==> src/hw/rtl/mre_pkg.sv <==
// Shared types and register codes for the mask run extractor.
package mre_pkg;

    // Field widths
    localparam int unsigned DIM_W  = 12;
    localparam int unsigned LINE_W = 13;
    localparam int unsigned END_W  = 13;
    localparam int unsigned IDX_W  = 2;

    // Configuration register indexes
    localparam logic [IDX_W-1:0] CFG_SCAN_MODE     = 2'd0;
    localparam logic [IDX_W-1:0] CFG_QUERY_LENGTH  = 2'd1;
    localparam logic [IDX_W-1:0] CFG_TARGET_LENGTH = 2'd2;

    // Scan order codes
    localparam logic SCAN_ROW  = 1'b0;
    localparam logic SCAN_DIAG = 1'b1;

    // One emitted run bound, last field (line) in the lowest bits
    typedef struct packed {
        logic [END_W-1:0]  run_end;
        logic [DIM_W-1:0]  run_first;
        logic [LINE_W-1:0] line;
    } t_bound;

endpackage

==> src/hw/rtl/mask_run_extractor_row_or_diagonal_core.sv <==
// Run bound extractor over a row-major or anti-diagonal stream of mask cells.
// A bound is registered into the output buffer from the cell word that ends its run.
// Throughput: one cell word per cycle while s_axis_tready is high; the cell walk and
// the run tracker are updated combinationally from registered state, and a two-entry
// output buffer keeps s_axis_tready high while one bound waits downstream.
// Reset: synchronous, active low; clears config and scan state (diagonal length to one).
module mask_run_extractor_row_or_diagonal_core
    import mre_pkg::*;
#(
    parameter int unsigned MAX_DIM = 4095
) (
    input  logic              i_clk,
    input  logic              i_rst_n,
    // Cell words
    input  logic              s_axis_tvalid,
    output logic              s_axis_tready,
    input  logic [7:0]        s_axis_tdata,   // [0] inside_req, [7:1] zero
    // Bound words
    output logic              m_axis_tvalid,
    input  logic              m_axis_tready,
    output logic [39:0]       m_axis_tdata,   // [12:0] line, [24:13] run_first,
                                              // [37:25] run_end, [39:38] zero
    // Configuration writes
    input  logic              i_cfg_valid,
    output logic              o_cfg_ready,
    input  logic [IDX_W-1:0]  i_cfg_index,
    input  logic [DIM_W-1:0]  i_cfg_data
);

    localparam logic [16:0] MaxDim = 17'(MAX_DIM);

    // Configuration registers
    logic              r_scan_mode;
    logic [DIM_W-1:0]  r_qlen;
    logic [DIM_W-1:0]  r_tlen;

    // Scan state
    logic [LINE_W-1:0] r_line,      n_line;
    logic [DIM_W-1:0]  r_cell,      n_cell;
    logic [END_W-1:0]  r_dlen,      n_dlen;
    logic [DIM_W-1:0]  r_dleft,     n_dleft;
    logic              r_run_open,  n_run_open;
    logic [DIM_W-1:0]  r_run_start, n_run_start;

    // Output buffer
    logic              r_out_valid;
    t_bound            r_out;
    logic              r_skid_valid;
    t_bound            r_skid;

    logic              cfg_wr;
    logic              cfg_hit;
    logic              accept;
    logic              cell_in;
    logic              diag;
    logic [DIM_W-1:0]  q_c;
    logic [DIM_W-1:0]  t_c;
    logic [LINE_W-1:0] qt_sum;
    logic [DIM_W-1:0]  qt_min;
    logic [END_W-1:0]  right;
    logic              last;
    logic              close_clear;
    logic              emit;
    logic [DIM_W-1:0]  start_mid;
    logic [LINE_W-1:0] line_max;
    logic [LINE_W-1:0] line_nx;
    logic [LINE_W-1:0] tail;
    logic [LINE_W-1:0] len_min;
    logic [DIM_W-1:0]  left_nx;
    t_bound            bound;

    assign o_cfg_ready   = 1'b1;
    assign cfg_wr        = i_cfg_valid;
    assign cfg_hit       = cfg_wr && (i_cfg_index == CFG_SCAN_MODE ||
                                      i_cfg_index == CFG_QUERY_LENGTH ||
                                      i_cfg_index == CFG_TARGET_LENGTH);
    assign s_axis_tready = !r_skid_valid;
    assign accept        = s_axis_tvalid && s_axis_tready;
    assign cell_in       = s_axis_tdata[0];
    assign diag          = (r_scan_mode == SCAN_DIAG);

    // Clamp dimensions
    assign q_c = ({5'd0, r_qlen} > MaxDim) ? MaxDim[DIM_W-1:0] : r_qlen;
    assign t_c = ({5'd0, r_tlen} > MaxDim) ? MaxDim[DIM_W-1:0] : r_tlen;
    assign qt_sum = {1'b0, q_c} + {1'b0, t_c};
    assign qt_min = (q_c < t_c) ? q_c : t_c;

    // End of current line
    assign right = {1'b0, r_dleft} + r_dlen;
    assign last  = diag ? (({1'b0, r_cell} + 13'd1) >= right) : (r_cell >= t_c);

    // Run tracker
    assign close_clear = r_run_open && !cell_in;
    assign start_mid   = (!r_run_open && cell_in) ? r_cell : r_run_start;
    assign emit        = close_clear || (last && cell_in);

    always_comb begin
        bound.line = r_line;
        if (close_clear) begin
            bound.run_first = r_run_start;
            bound.run_end   = {1'b0, r_cell};
        end else begin
            bound.run_first = start_mid;
            bound.run_end   = diag ? right : ({1'b0, t_c} + 13'd1);
        end
    end

    // Next line and its diagonal geometry
    assign line_max = diag ? qt_sum : {1'b0, q_c};
    assign line_nx  = (r_line >= line_max) ? '0 : r_line + 13'd1;
    assign left_nx  = (line_nx > {1'b0, t_c}) ? DIM_W'(line_nx - {1'b0, t_c}) : '0;
    assign tail     = qt_sum - line_nx;

    always_comb begin
        len_min = line_nx;
        if ({1'b0, qt_min} < len_min) begin
            len_min = {1'b0, qt_min};
        end
        if (tail < len_min) begin
            len_min = tail;
        end
    end

    // Scan state next value
    always_comb begin
        n_line      = r_line;
        n_cell      = r_cell;
        n_dlen      = r_dlen;
        n_dleft     = r_dleft;
        n_run_open  = r_run_open;
        n_run_start = r_run_start;
        if (cfg_hit) begin
            n_line      = '0;
            n_cell      = '0;
            n_dlen      = 13'd1;
            n_dleft     = '0;
            n_run_open  = 1'b0;
            n_run_start = '0;
        end else if (accept) begin
            n_run_start = start_mid;
            if (!last) begin
                n_cell     = r_cell + 12'd1;
                n_run_open = cell_in;
            end else begin
                n_run_open = 1'b0;
                n_line     = line_nx;
                if (diag) begin
                    n_dleft = left_nx;
                    n_dlen  = len_min + 13'd1;
                    n_cell  = left_nx;
                end else begin
                    n_cell  = '0;
                end
            end
        end
    end

    // Configuration registers
    always_ff @(posedge i_clk) begin
        if (!i_rst_n) begin
            r_scan_mode <= SCAN_ROW;
            r_qlen      <= '0;
            r_tlen      <= '0;
        end else if (cfg_wr) begin
            unique case (i_cfg_index)
                CFG_SCAN_MODE:     r_scan_mode <= i_cfg_data[0];
                CFG_QUERY_LENGTH:  r_qlen      <= i_cfg_data;
                CFG_TARGET_LENGTH: r_tlen      <= i_cfg_data;
                default:           ;
            endcase
        end
    end

    // Scan state registers
    always_ff @(posedge i_clk) begin
        if (!i_rst_n) begin
            r_line      <= '0;
            r_cell      <= '0;
            r_dlen      <= 13'd1;
            r_dleft     <= '0;
            r_run_open  <= 1'b0;
            r_run_start <= '0;
        end else begin
            r_line      <= n_line;
            r_cell      <= n_cell;
            r_dlen      <= n_dlen;
            r_dleft     <= n_dleft;
            r_run_open  <= n_run_open;
            r_run_start <= n_run_start;
        end
    end

    // Output register plus skid entry
    always_ff @(posedge i_clk) begin
        if (!i_rst_n) begin
            r_out_valid  <= 1'b0;
            r_skid_valid <= 1'b0;
        end else if (!r_out_valid || m_axis_tready) begin
            if (r_skid_valid) begin
                r_out_valid  <= 1'b1;
                r_skid_valid <= 1'b0;
            end else begin
                r_out_valid  <= accept && emit;
            end
        end else if (accept && emit) begin
            r_skid_valid <= 1'b1;
        end
    end

    always_ff @(posedge i_clk) begin
        if (!r_out_valid || m_axis_tready) begin
            if (r_skid_valid) begin
                r_out <= r_skid;
            end else if (accept && emit) begin
                r_out <= bound;
            end
        end else if (accept && emit) begin
            r_skid <= bound;
        end
    end

    assign m_axis_tvalid = r_out_valid;
    assign m_axis_tdata  = {2'b00, r_out};

endmodule

==> config.mk <==
export PLATFORM = sky130hd
export DESIGN_NAME = mask_run_extractor_row_or_diagonal_core
export DESIGN_NICKNAME = d
export VERILOG_FILES = /design/src/hw/rtl/mre_pkg.sv /design/src/hw/rtl/mask_run_extractor_row_or_diagonal_core.sv
export SDC_FILE = /design/constraint.sdc
export NUM_CORES = 1
export LEC_CHECK = 0
export BUFFER_PORTS_ARGS = -buffer_cell sky130_fd_sc_hd__buf_2
export CORE_ASPECT_RATIO = 2
export CORE_MARGIN = 2
export CORE_UTILIZATION = 50
export CTS_CLUSTER_DIAMETER = 120
export DETAILED_ROUTE_END_ITERATION = 8
export PLACE_DENSITY = 0.67
export SETUP_SLACK_MARGIN = 0.02
export SYNTH_ARGS = -nofsm -noshare
export SYNTH_HDL_FRONTEND = slang
export SYNTH_SLANG_ARGS = --single-unit
==> constraint.sdc <==
create_clock -name i_clk -period 14.1 [get_ports i_clk]
set_input_delay 1.41 -clock i_clk [delete_from_list [all_inputs] [get_ports i_clk]]
set_output_delay 1.41 -clock i_clk [all_outputs]
set_load 0.05 [all_outputs]
Word level (Yosys, flattened, before mapping)
Cells that the tools add are included.

word-level totals
  register bits after elaboration = 166
  bits in latches = 0
  bits in writable memories = 0
  ROM bits = 0
  output and inout port bits = 43
  word-level logic and storage cells = 78
  memories = 0

cells by class
  add/subtract/negate cells = 9
  multiply operators = 0
  divide/modulo/power cells = 0
  order comparisons = 7
  equal/unequal tests = 2
  shift-type cells = 0
  multiplexer cells = 16
  bitwise logic cells = 2
  reductions and logical operators = 25

operator list
  kind                                                             count
  38-bit two-way mux                                               2
  13-bit two-way mux                                               5
  12-bit two-way mux                                               5
  12-bit by 1-bit adder with 13-bit output, second input constant  2
  13-bit by 1-bit adder with 13-bit output, second input constant  2
  13-bit greater-or-equal comparator                               2
  25-bit two-way mux                                               1
  12-bit by 12-bit adder with 13-bit output                        1
  12-bit by 13-bit adder with 13-bit output                        1
  13-bit by 12-bit greater-than comparator with 1-bit output       1
  12-bit by 13-bit less-than comparator with 1-bit output          1
  13-bit less-than comparator                                      1
  13-bit subtractor                                                1
  12-bit by 1-bit adder with 12-bit output, second input constant  1
  12-bit greater-or-equal comparator                               1
  12-bit less-than comparator                                      1
  2-bit AND reduction                                              6
  12-bit subtractor                                                1
  1-bit logical AND                                                6
  1-bit logical NOT                                                4
  1-bit logical OR                                                 4
  2-bit OR reduction                                               2
  1-bit two-way mux                                                3
  3-bit AND reduction                                              1
  5 further kinds                                                  6

Logic depth before layout (Yosys ltp)
Gate-level depths: netlist of run 1.

  word-level depth = 9
  mapped depth = 50

Worst setup path after synthesis of run 1
OpenSTA, ideal clock, no wires.

  path kind = register -> register
  start point = register r_tlen[0]
  end point = register r_dlen[10]
  setup time = 0.091 ns
  data arrival time = 9.329 ns
  slack = 4.680 ns
  stages on the path, launching flop included = 50
  buffers on the path = 4
  clock period less this slack = 9.420 ns
  cells stage by stage = dfxtp_1 > ha_1 > inv_1 > fa_1 > o21bai_1 > a21oi_1 > o21bai_1 > a221oi_1 > o41ai_1 > nor2_1 > xnor2_1 > mux2i_1 > ha_1 > a211oi_1 > nor2_1 > or2_0 > a21oi_1 > buf_2 > [... 14 more ...] > a21o_1 > a21o_1 > a221oi_1 > o21ai_0 > or3_1 > o22ai_1 > or2_1 > clkbuf_1 > nand2_1 > o21ai_1 > ha_1 > o2111ai_1 > nor3_1 > nand3_1 > a221oi_1 > nand3_1 > xnor2_1 > a311oi_1

between the ends
  word-level cells in the longest chain between the ends = 9

RTL lines
  item                                                     RTL line                                        text
  start: declaration                                       mask_run_extractor_row_or_diagonal_core.sv:35   logic [DIM_W-1:0] r_tlen;
  start signal: assignment                                 mask_run_extractor_row_or_diagonal_core.sv:168  CFG_TARGET_LENGTH: r_tlen <= i_cfg_data;
  12-bit by 12-bit adder with 13-bit output                mask_run_extractor_row_or_diagonal_core.sv:85   assign qt_sum = {1'b0, q_c} + {1'b0, t_c};
  13-bit two-way mux                                       mask_run_extractor_row_or_diagonal_core.sv:109  assign line_max = diag ? qt_sum : {1'b0, q_c};
  13-bit greater-or-equal comparator                       mask_run_extractor_row_or_diagonal_core.sv:110  assign line_nx = (r_line >= line_max) ? '0 : r_line + 13'd1;
  13-bit two-way mux                                       mask_run_extractor_row_or_diagonal_core.sv:110
  12-bit by 13-bit less-than comparator with 1-bit output  mask_run_extractor_row_or_diagonal_core.sv:116  if ({1'b0, qt_min} < len_min) begin
  13-bit two-way mux                                       mask_run_extractor_row_or_diagonal_core.sv:116
  13-bit less-than comparator                              mask_run_extractor_row_or_diagonal_core.sv:119  if (tail < len_min) begin
  13-bit two-way mux                                       mask_run_extractor_row_or_diagonal_core.sv:119
  13-bit by 1-bit adder with 13-bit output                 mask_run_extractor_row_or_diagonal_core.sv:149  n_dlen = len_min + 13'd1;
  end signal: assignment                                   mask_run_extractor_row_or_diagonal_core.sv:186  r_dlen <= n_dlen;
  end: declaration                                         mask_run_extractor_row_or_diagonal_core.sv:40   logic [END_W-1:0] r_dlen, n_dlen;

Parallel ways exist; a longest one is shown, timed or not.
A chain may end at the register's enable or synchronous reset.

Worst setup path in the final report of run 1
Ends and elaborated chain as after synthesis.

==> results.ini, run 1 <==
[die]
fp-row-count = 80
ios = 70
start_util_pct = 50.62
die-area_sq_um = 25450
die_h_microns = 223.6
core_area_sq_um = 23820
fp.dieW_microns = 113.8

[cells_and_area]
syn2layout_area_growth_pct = 9.701
final_common_cell = ha_1
fin_cells = 1657
layout_common_cells = ha_1 (124), nand2_1 (95), dfxtp_1 (90), a21oi_1 (89), nor2_1 (88)
layout.nets = 1512
diodes = 0
final_util_pct = 55.53
drive_above_1_share_pct = 12.77

[worst_setup_path]
crit_path_end_kind = flop
r2r-end = r_dlen[10]
crit_path_start_kind = flop
ff2ff_path_depth = 44
max_stage_delay_ps = 880
crit_required_ps = 14460
cp.buffers_inverters = 1
crit_family = compound AO/OA/AOI/OAI gates
crit_type = reg -> reg
path_max_fanout = 13
crit_slowest_cell = a21oi_1
cp_num_cells = 44
cp-startpoint = r_tlen[0]
critPathArrivalTime_ps = 13080
rrSetupSlack_ps = 1380
crit_path_frequent_cell = ha_1
cp-endpoint = r_dlen[10]
rr_startpoint = r_tlen[0]

[logic_synthesis]
ys.flop_type = dfxtp_1
yosys.area.top_type = edfxtp_1
yosys-top-cells-area = edfxtp_1 (19%), dfxtp_1 (15%), ha_1 (13%)
syn_area_sq_um = 12060
synthDistinctLibCells = 74
syn_inst = 1315
ys_async_sr_fraction_pct = 0
synth_seq_cells = 166
yosysSeqAreaShare_pct = 33.87
syn_avg_cell_area_sq_um = 9.170
synth_edf_count = 76
yosysWarnings = 0
netlist.area_leader.share_pct = 18.93

[placement]
gp_congestion = 1.012
dp_hpwl_microns = 31640
portBuffers = 59
dp.cells = 1625
dp_slack_ps = 1701

[clocking]
cts_sinks = 166
path_clk_slew_ps = 70
cts_setup_buffers = 0
cts_buffers = 17
root_buffer = clkbuf_16
cts-resized-gates = 0
clk_path_buf_depth = 2
postCtsHoldBufs = 0
clock_latency_ps = 450
cts_tree = yes
htreeDepth = 4

[route]
ant_nets = 0
via_count = 10372
drt_iter0_drc = 642
avgRoutedWirePerCell_microns = 23.93
wl_microns = 39650
drt-pass1-iter-count = 5
vias_per_cell = 6.260
drc = 0

[sta]
rsz0062_at_grt = false
timing.final.ws_setup_ps = 1378
max-slew-margin-rel_pct = 21.55
worst_pin_slew_ps = 1174
period_share_pct = 90.23
whs_ps = 458.8
hold_viol_final = 0
max_freq_ghz = 0.07860
finalSetupTns_ps = 0
fin_crit_ps = 12720
setup-violations-final = 0
slew_viol_final = 0
fin_skew_ps = 12.66

[global_route]
grt_max_degree = 44
grt_pass1_vias = 10323
grt_use_total_pct = 31.59
antenna_found_initial = 0
grt_overflow_total = 0
grt_first_pass_wirelength_microns = 59550

[pwr]
max-vdd-ir-drop_mv = 0.07106
p_leak_nw = 5.628
powerDensity_nw_per_um2 = 117.4

[run]
maxCapViolCount = 0

[min_path]
min_path_type = reg -> reg

[outcome]
outcome = finished clean

==> through the flow <==
step	total power [mW]	cell area, sq um
4_1_cts	1.550	13230
3_5_place_dp	1.074	12630
3_3_place_gp	1.072	12630
2_1_floorplan	0.9147	12070
5_1_grt	1.620	13230
6_report	1.553	13230
==> worst reg2reg max path: cells and delay by family, from the launching register on <==
family,cells,cell delay [ps]
and+or+nand+nor,15,3950
adders and majority gates,6,2120
buffers and inverters,1,60
AOI/OAI and AO/OA,18,4750
DFF,1,600
xor gates and xnor gates,2,570
muxes,2,580
==> logic make-up (layout without fill, tap and decap cells) <==
family	after synthesis	in the layout	synth area share [%]
AND/OR/NAND/NOR	393	393	16.03
XOR/XNOR	89	89	6.526
AO/OA/AOI/OAI	303	303	16.31
other	2	4	0.06228
flip-flops	166	166	33.87
adder cells (fa/ha/maj)	128	128	13.53
multiplexers	109	109	9.587
buffers and inverters	125	178	4.088
==> synth_stat cells (5+ instances only) <==
library cell	number
ha_1	124
nand2_1	95
dfxtp_1	90
a21oi_1	89
nor2_1	89
edfxtp_1	76
inv_1	74
xnor2_1	61
o21ai_0	60
mux2i_1	57
mux2_2	52
nand3_1	52
nor3_1	39
nor2b_1	36
clkbuf_1	33
a21o_1	27
xor2_1	27
nand4_1	15
o211ai_1	15
nand2b_1	11
o21a_1	11
a211oi_1	10
o21bai_1	9
a32oi_1	8
and3_1	8
o21ai_1	8
or3_1	8
a31oi_1	7
buf_1	7
buf_2	7
o2111ai_1	7
and2_1	6
and4_1	6
or2_2	6
nand3b_1	5
nor4_1	5
==> worst min path at each step <==
stage	start	end	slack (ps)	cells after the start
2_1_floorplan	r_dlen[3]	r_dlen[3]	430	2
3_3_place_gp	r_dleft[3]	r_dleft[3]	450	2
3_5_place_dp	r_dleft[10]	r_dleft[10]	450	2
4_1_cts	r_dleft[10]	r_dleft[10]	460	2
5_1_grt	r_dleft[10]	r_dleft[10]	480	2
6_report	r_dleft[10]	r_dleft[10]	460	2
==> flip-flops by register name, summed over array words and instances, names as in the netlist <==
signal,cells
r_run_start,12
r_skid,38
m_axis_tvalid,1
q_c,12
r_dleft,12
r_skid_valid,1
r_cell,12
r_dlen,13
m_axis_tdata,38
r_run_open,1
diag,1
r_tlen,12
r_line,13
==> layer usage <==
metal / up-vias / part of all wire [%] / track usage, %
met5: - / 0 / 0
met1: 4904 / 32 / 28.14
met4: 0 / 11 / 29.54
met3: 194 / 3.9 / 4.708
met2: 387 / 53 / 58.70
li1: 4887 / - / -
==> cell type report <==
| type | count | area [sq um] |
|---|---|---|
| inverters | 74 | 277.8 |
| repair buffers | 72 | 392.9 |
| clock inverters | 15 | 176.4 |
| flip-flops and latches | 166 | 4084 |
| clock buffers | 17 | 425.4 |
| fillers | 2182 | 10590 |
| multi-input cells | 1026 | 7513 |
| well taps | 287 | 359.1 |
==> report_power, final <==
part | switching (mW) | internal [mW]
registers | 0.0143 | 0.519
logic | 0.356 | 0.187
clock network | 0.224 | 0.254
total | 0.594 | 0.959
(Power assumes the default switching activity.)
==> run 2, diff against run 1 <==
CTS_BUF_LIST = sky130_fd_sc_hd__clkbuf_8 sky130_fd_sc_hd__clkbuf_16   (was default)
clock period = 14.99 ns   (was 14.1 ns; I/O delays follow)
==> run 2 against run 1 <==
Compared with the run above:
- utilization is 0.058 points higher
- worst setup slack gained 880 ps
- maximum frequency about the same
- sequential share of layout area is essentially flat
- clock skew grew 4.8 ps
- sequential power is 6.0% lower
- clock-buffer cell count unchanged
- worst hold slack better by 3.6 ps
- first-iteration DRC count up 5.3%
- critical path type unchanged
- critical endpoint unchanged
- highest routed layer unchanged
==> results.ini, run 2 (synthesis gave the netlist of run 1 again) <==
[outcome]
outcome = finished clean

[cells_and_area]
layout.nets = 1512  ; unchanged
syn2layout_area_growth_pct = 9.815
final_common_cell = ha_1
diodes = 0  ; unchanged
layout_common_cells = ha_1 (124), nand2_1 (95), dfxtp_1 (90), a21oi_1 (89), nor2_1 (88)
drive_above_1_share_pct = 12.70  ; -0.073 points

[pwr]
p_clk_share_pct = 31.7  ; +1.0 points
p_int_mw = 0.9262  ; -3.4%
p_seq_share_pct = 34.1  ; -0.2 points
max-vdd-ir-drop_mv = 0.05674  ; -20%
p_leak_nw = 5.636  ; +0.13%
swShare_pct = 36.99  ; -1.3 points
p_comb_share_pct = 34.1  ; -0.8 points
power.switching_mw = 0.5437  ; -8.5%
powerDensity_nw_per_um2 = 111.0  ; -5.5%

[worst_setup_path]
r2r-end = r_dlen[10]
critPathArrivalTime_ps = 13090  ; about the same
crit_required_ps = 15350  ; +890 ps
crit_path_frequent_cell = ha_1
path_max_fanout = 19  ; +6
ff2ff_path_depth = 46  ; +4.5%
crit_family = compound AO/OA/AOI/OAI gates
rr_startpoint = r_tlen[0]
max_stage_delay_ps = 930  ; +50 ps
crit_type = reg -> reg
rrSetupSlack_ps = 2260  ; +880 ps
crit_slowest_cell = a21oi_1
crit_path_end_kind = flop
cp.buffers_inverters = 3  ; +2
crit_path_start_kind = flop

[clocking]
root_buffer = clkbuf_16
cts_tree = yes
htreeDepth = 4  ; unchanged
cts-resized-gates = 0  ; unchanged
cts_sinks = 166  ; unchanged
postCtsHoldBufs = 0  ; unchanged
clock_latency_ps = 460  ; about the same
path_clk_slew_ps = 70  ; about the same
cts_setup_buffers = 0  ; unchanged
clk_path_buf_depth = 2  ; unchanged
cts_buffers = 17  ; unchanged

[placement]
dp_hpwl_microns = 31390  ; -0.77%
gp_congestion = 1.057  ; +4.5%
portBuffers = 59  ; unchanged

[route]
wl_microns = 39770  ; +0.32%
via_count = 10227  ; -1.4%
avgRoutedWirePerCell_microns = 24.00  ; +0.32%
drt_iter0_drc = 676  ; +5.3%
drc = 0  ; unchanged
drt-pass1-iter-count = 5  ; unchanged
vias_per_cell = 6.172  ; -1.4%
ant_nets = 0  ; unchanged

[sta]
hold_viol_final = 0  ; unchanged
worst_pin_slew_ps = 1175  ; +0.8835 ps
whs_ps = 462.4  ; +3.578 ps
fin_crit_ps = 12730  ; +6.240 ps
fin_skew_ps = 17.46  ; +4.802 ps
slew_viol_final = 0  ; unchanged
max_freq_ghz = 0.07857  ; about the same
period_share_pct = 84.91  ; -5.3 points
rsz0062_at_grt = false
max-slew-margin-rel_pct = 21.68  ; +0.13 points
finalSetupTns_ps = 0  ; unchanged
setup-violations-final = 0  ; unchanged

[die]
core_area_sq_um = 23820  ; unchanged
ios = 70  ; unchanged
fp.dieW_microns = 113.8  ; unchanged
fp-row-count = 80  ; unchanged
start_util_pct = 50.62  ; unchanged
die-area_sq_um = 25450  ; unchanged
die_h_microns = 223.6  ; unchanged

[global_route]
grt_first_pass_wirelength_microns = 59480  ; -0.13%
antenna_found_initial = 0  ; unchanged
grt_overflow_total = 0  ; unchanged
grt_use_total_pct = 31.73  ; +0.13 points
grt_max_degree = 44  ; unchanged
grt_pass1_vias = 10243  ; -0.77%

[min_path]
hold_depth = 2  ; unchanged
min_path_type = reg -> reg
min_from = r_dleft[4]
min_to = r_dleft[4]

[run]
maxCapViolCount = 0  ; unchanged

==> run 2: cell count changes in the layout (fill, tap and decap cells not counted) <==
cell | before | now
bufinv_16 | 1 | 3
clkinv_8 | 2 | 0
inv_8 | 4 | 2
clkinv_1 | 0 | 1
clkinv_2 | 0 | 1
clkinv_4 | 2 | 3
inv_6 | 5 | 4
==> run 2: power by group through the flow <==
stage                     logic [mW]  clock network [mW]  registers, mW
after floorplan                0.332                   0          0.528
after global placement         0.486                   0          0.511
after detailed placement       0.490                   0          0.511
after CTS                      0.493               0.472          0.501
after global routing           0.545               0.489          0.503
final                          0.502               0.467          0.501
==> run 2: layout make-up <==
type / count / area (sq um)
Clock buffer: 17 / 425.4
Fill cell: 2203 / 10580
Tap cell: 287 / 359.1
Clock inverter: 15 / 190.2
Inverter: 74 / 277.8
Sequential cell: 166 / 4084
Multi-Input combinational cell: 1026 / 7513
Timing Repair Buffer: 72 / 392.9
==> run 2: worst max-delay path by stage <==
stage	cells past startpoint	end	slack (ps)	start
2_1_floorplan	49	r_dlen[10]	5570	r_tlen[0]
3_3_place_gp	45	r_dlen[10]	2770	r_tlen[0]
3_5_place_dp	45	r_dlen[10]	2640	r_tlen[0]
4_1_cts	45	r_dlen[10]	2520	r_tlen[0]
5_1_grt	46	r_dlen[10]	1650	r_tlen[0]
6_report	46	r_dlen[10]	2260	r_tlen[0]
==> run 2: routing by layer <==
layer | wire (microns) | GRT usage [%] | part of all wire [%]
met5 | 0 | 0 | 0
met2 | 21000 | 58.14 | 53
met1 | 13220 | 29.23 | 33
met4 | 4127 | 28.64 | 10
met3 | 1426 | 5.032 | 3.6
==> run 2: stage by stage <==
stage          cells  setup slack (ps)  area (sq um)  utilization, %  power [mW]
6_report        1657              2262         13240           55.59       1.470
4_1_cts         1657              2524         13240           55.59       1.467
3_3_place_gp    1625              2768         12630           53.00      0.9972
2_1_floorplan   1317              5570         12070               -      0.8604
5_1_grt         1657              1647         13240           55.59       1.537
3_5_place_dp    1625              2636         12630           53.00       1.002
==> run 2: worst reg2reg max path, delay by kind of cell (launching register included) <==
kind	cells	cell delay (ps)
buffers and inverters	3	370
AND/OR/NAND/NOR	13	3080
flip-flops	1	630
XOR/XNOR	2	580
adder cells (fa/ha/maj)	6	1930
multiplexers	1	220
AO/OA/AOI/OAI	21	5840
==> run 3, diff against run 2 <==
ABC_AREA = 1   (was default)
PLACE_DENSITY = 0.7   (was 0.67)
clock period = 11.18 ns   (was 14.99 ns; I/O delays follow)
==> run 3 against run 2 <==
Compared with the run above:
- largest cell class unchanged
- synthesized area shrank 2.5%
- power grew 63%
- highest routed layer unchanged
- cell count grew 15%
- first-iteration DRC count shrank 8.6%
==> results.ini, run 3 <==
[logic_synthesis]
yosys-top-cells-area = edfxtp_1 (19%), dfxtp_1 (15%), ha_1 (13%)
netlist.area_leader.share_pct = 19.42  ; +0.49 points
synthXorXnorAreaFrac_pct = 3.875  ; -2.7 points
synthDistinctLibCells = 51  ; -31%
syn_inst = 1580  ; +20%
synth.mux.area_fraction_pct = 0  ; -9.6 points
ys.flop_type = dfxtp_1
yosysWarnings = 0  ; unchanged
synth_edf_count = 76  ; unchanged
yosysSeqAreaShare_pct = 34.75  ; +0.88 points
synth.top_cells.by_count = nand2_1 (321), inv_1 (207), o21ai_0 (179)
synth_top_family_by_area = simple AND/OR/NAND/NOR gates
synth_most_common_cell = nand2_1
synth-compound-area-share_pct = 16.41  ; +0.095 points
ys_async_sr_fraction_pct = 0  ; unchanged
synth_seq_cells = 166  ; unchanged
syn_avg_cell_area_sq_um = 7.438  ; -19%
synth_adder_area_share_pct = 13.88  ; +0.35 points
syn_area_sq_um = 11750  ; -2.5%
yosys.area.top_type = edfxtp_1
synthSimpleGateAreaFrac_pct = 22.23  ; +6.2 points

[outcome]
outcome = finished clean

[worst_setup_path]
rrSetupSlack_ps = 1920  ; -340 ps
crit_slowest_cell = fa_1
r2r-end = r_dlen[8]
max_stage_delay_ps = 480  ; -450 ps
critPathArrivalTime_ps = 9620  ; -3470 ps
crit_type = reg -> reg
path_max_fanout = 19  ; unchanged
crit_path_start_kind = flop
ff2ff_path_depth = 58  ; +26%
crit_required_ps = 11540  ; -3810 ps
crit_path_frequent_cell = nand2_1
crit_path_end_kind = flop
rr_startpoint = r_tlen[1]

[die]
start_util_pct = 50.60  ; about the same
core_area_sq_um = 23230  ; -2.5%
fp.dieW_microns = 112.4  ; -1.2%
die_h_microns = 220.8  ; -1.3%
die-area_sq_um = 24820  ; -2.5%
ios = 70  ; unchanged
fp-row-count = 79  ; -1.3%

[clocking]
cts_tree = yes
root_buffer = clkbuf_16
cts_setup_buffers = 0  ; unchanged
clock_latency_ps = 460  ; about the same
cts-resized-gates = 0  ; unchanged
htreeDepth = 4  ; unchanged
clk_path_buf_depth = 2  ; unchanged
postCtsHoldBufs = 0  ; unchanged
path_clk_slew_ps = 70  ; about the same
cts_buffers = 17  ; unchanged
cts_sinks = 166  ; unchanged

[cells_and_area]
drive_above_1_share_pct = 9.571  ; -3.1 points
syn2layout_area_growth_pct = 9.305
layout.nets = 1772  ; +17%
fin_cells = 1913  ; +15%
final_common_cell = nand2_1
final_util_pct = 55.30  ; -0.29 points
diodes = 0  ; unchanged
layout_common_cells = nand2_1 (321), inv_1 (208), o21ai_0 (179), a21oi_1 (135), nor2_1 (134)
finish.instance_area_sq_um = 12850  ; -3.0%

[pwr]
powerDensity_nw_per_um2 = 186.4  ; +68%
total_power_mw = 2.394  ; +63%
p_leak_nw = 5.989  ; +6.3%
max-vdd-ir-drop_mv = 0.1766  ; +210%

[sta]
period_share_pct = 82.85  ; -2.1 points
hold_viol_final = 0  ; unchanged
max-slew-margin-rel_pct = 25.89  ; +4.2 points
fin_skew_ps = 10.92  ; -6.534 ps
whs_ps = 473.7  ; +11.32 ps
finalSetupTns_ps = 0  ; unchanged
fin_crit_ps = 9262  ; -3466 ps
rsz0062_at_grt = false
max_freq_ghz = 0.1080  ; +37%
setup-violations-final = 0  ; unchanged
timing.final.ws_setup_ps = 1918  ; -344.1 ps
slew_viol_final = 0  ; unchanged
worst_pin_slew_ps = 1109  ; -65.80 ps

[placement]
portBuffers = 59  ; unchanged
dp.cells = 1881  ; +16%
dp_slack_ps = 2047  ; -588.3 ps
dp_hpwl_microns = 26700  ; -15%
place_area_sq_um = 12300  ; -2.6%
gp_congestion = 1.010  ; -4.5%

[min_path]
min_from = r_dleft[0]
min_to = r_dleft[0]
min_path_type = reg -> reg
hold_depth = 2  ; unchanged

[route]
via_count = 10486  ; +2.5%
avgRoutedWirePerCell_microns = 17.76  ; -26%
vias_per_cell = 5.481  ; -11%
drt-pass1-iter-count = 4  ; -1
drc = 0  ; unchanged
drt_iter0_drc = 618  ; -8.6%
wl_microns = 33980  ; -15%
ant_nets = 0  ; unchanged

[global_route]
grt_use_total_pct = 27.93  ; -3.8 points
grt_pass1_vias = 10329  ; +0.84%
antenna_found_initial = 0  ; unchanged
grt_overflow_total = 0  ; unchanged
grt_first_pass_wirelength_microns = 53020  ; -11%
grt_max_degree = 53  ; +20%

[run]
maxCapViolCount = 0  ; unchanged

-- run 3: layer usage --
metal | track usage [%] | routed length (microns) | vias up
met5 | 0 | 0 | -
met4 | 27.22 | 3846 | 0
met3 | 5.094 | 1500 | 152
met2 | 48.87 | 16940 | 309
met1 | 26.40 | 11700 | 4737
li1 | - | - | 5288
-- run 3: logic make-up after synthesis --
group                    count (synthesis)
AND/OR/NAND/NOR                        601
AO/OA/AOI/OAI                          363
buffers and inverters                  268
other                                    2
flip-flops                             166
adder cells (fa/ha/maj)                128
XOR/XNOR                                52
-- run 3: final cells by class --
cell class              count  area (sq um)
fillers                  2231         10380
multi-input cells        1148          6680
flip-flops and latches    166          4084
inverters                 214         803.3
clock buffers              17         425.4
repair buffers             70         377.9
well taps                 283         354.1
clock inverters            15         121.4
-- run 3: worst max-delay path by stage --
| stage | startpoint | endpoint | depth (start not counted) |
|---|---|---|---|
| after floorplan | r_tlen[1] | r_dlen[6] | 57 |
| after global placement | r_tlen[1] | r_dlen[8] | 58 |
| after detailed placement | r_tlen[1] | r_dlen[8] | 58 |
| after CTS | r_tlen[1] | r_dlen[8] | 58 |
| after global routing | r_tlen[1] | r_dlen[12] | 59 |
| final | r_tlen[1] | r_dlen[8] | 58 |
-- run 3: power by group --
part	internal [mW]	total (mW)	switching, mW
Combinational	0.368	1.14	0.772
Clock	0.289	0.567	0.278
Sequential	0.666	0.688	0.0219
Total	1.32	2.39	1.07
-- run 3: worst max-delay path, delay by kind of cell, from the launching register on --
kind / cells / cell delay (ps)
xor+xnor: 2 / 710
compound gates: 16 / 2460
buf+inv: 8 / 990
flops: 1 / 390
simple gates: 27 / 2840
fa+ha+maj: 5 / 1730
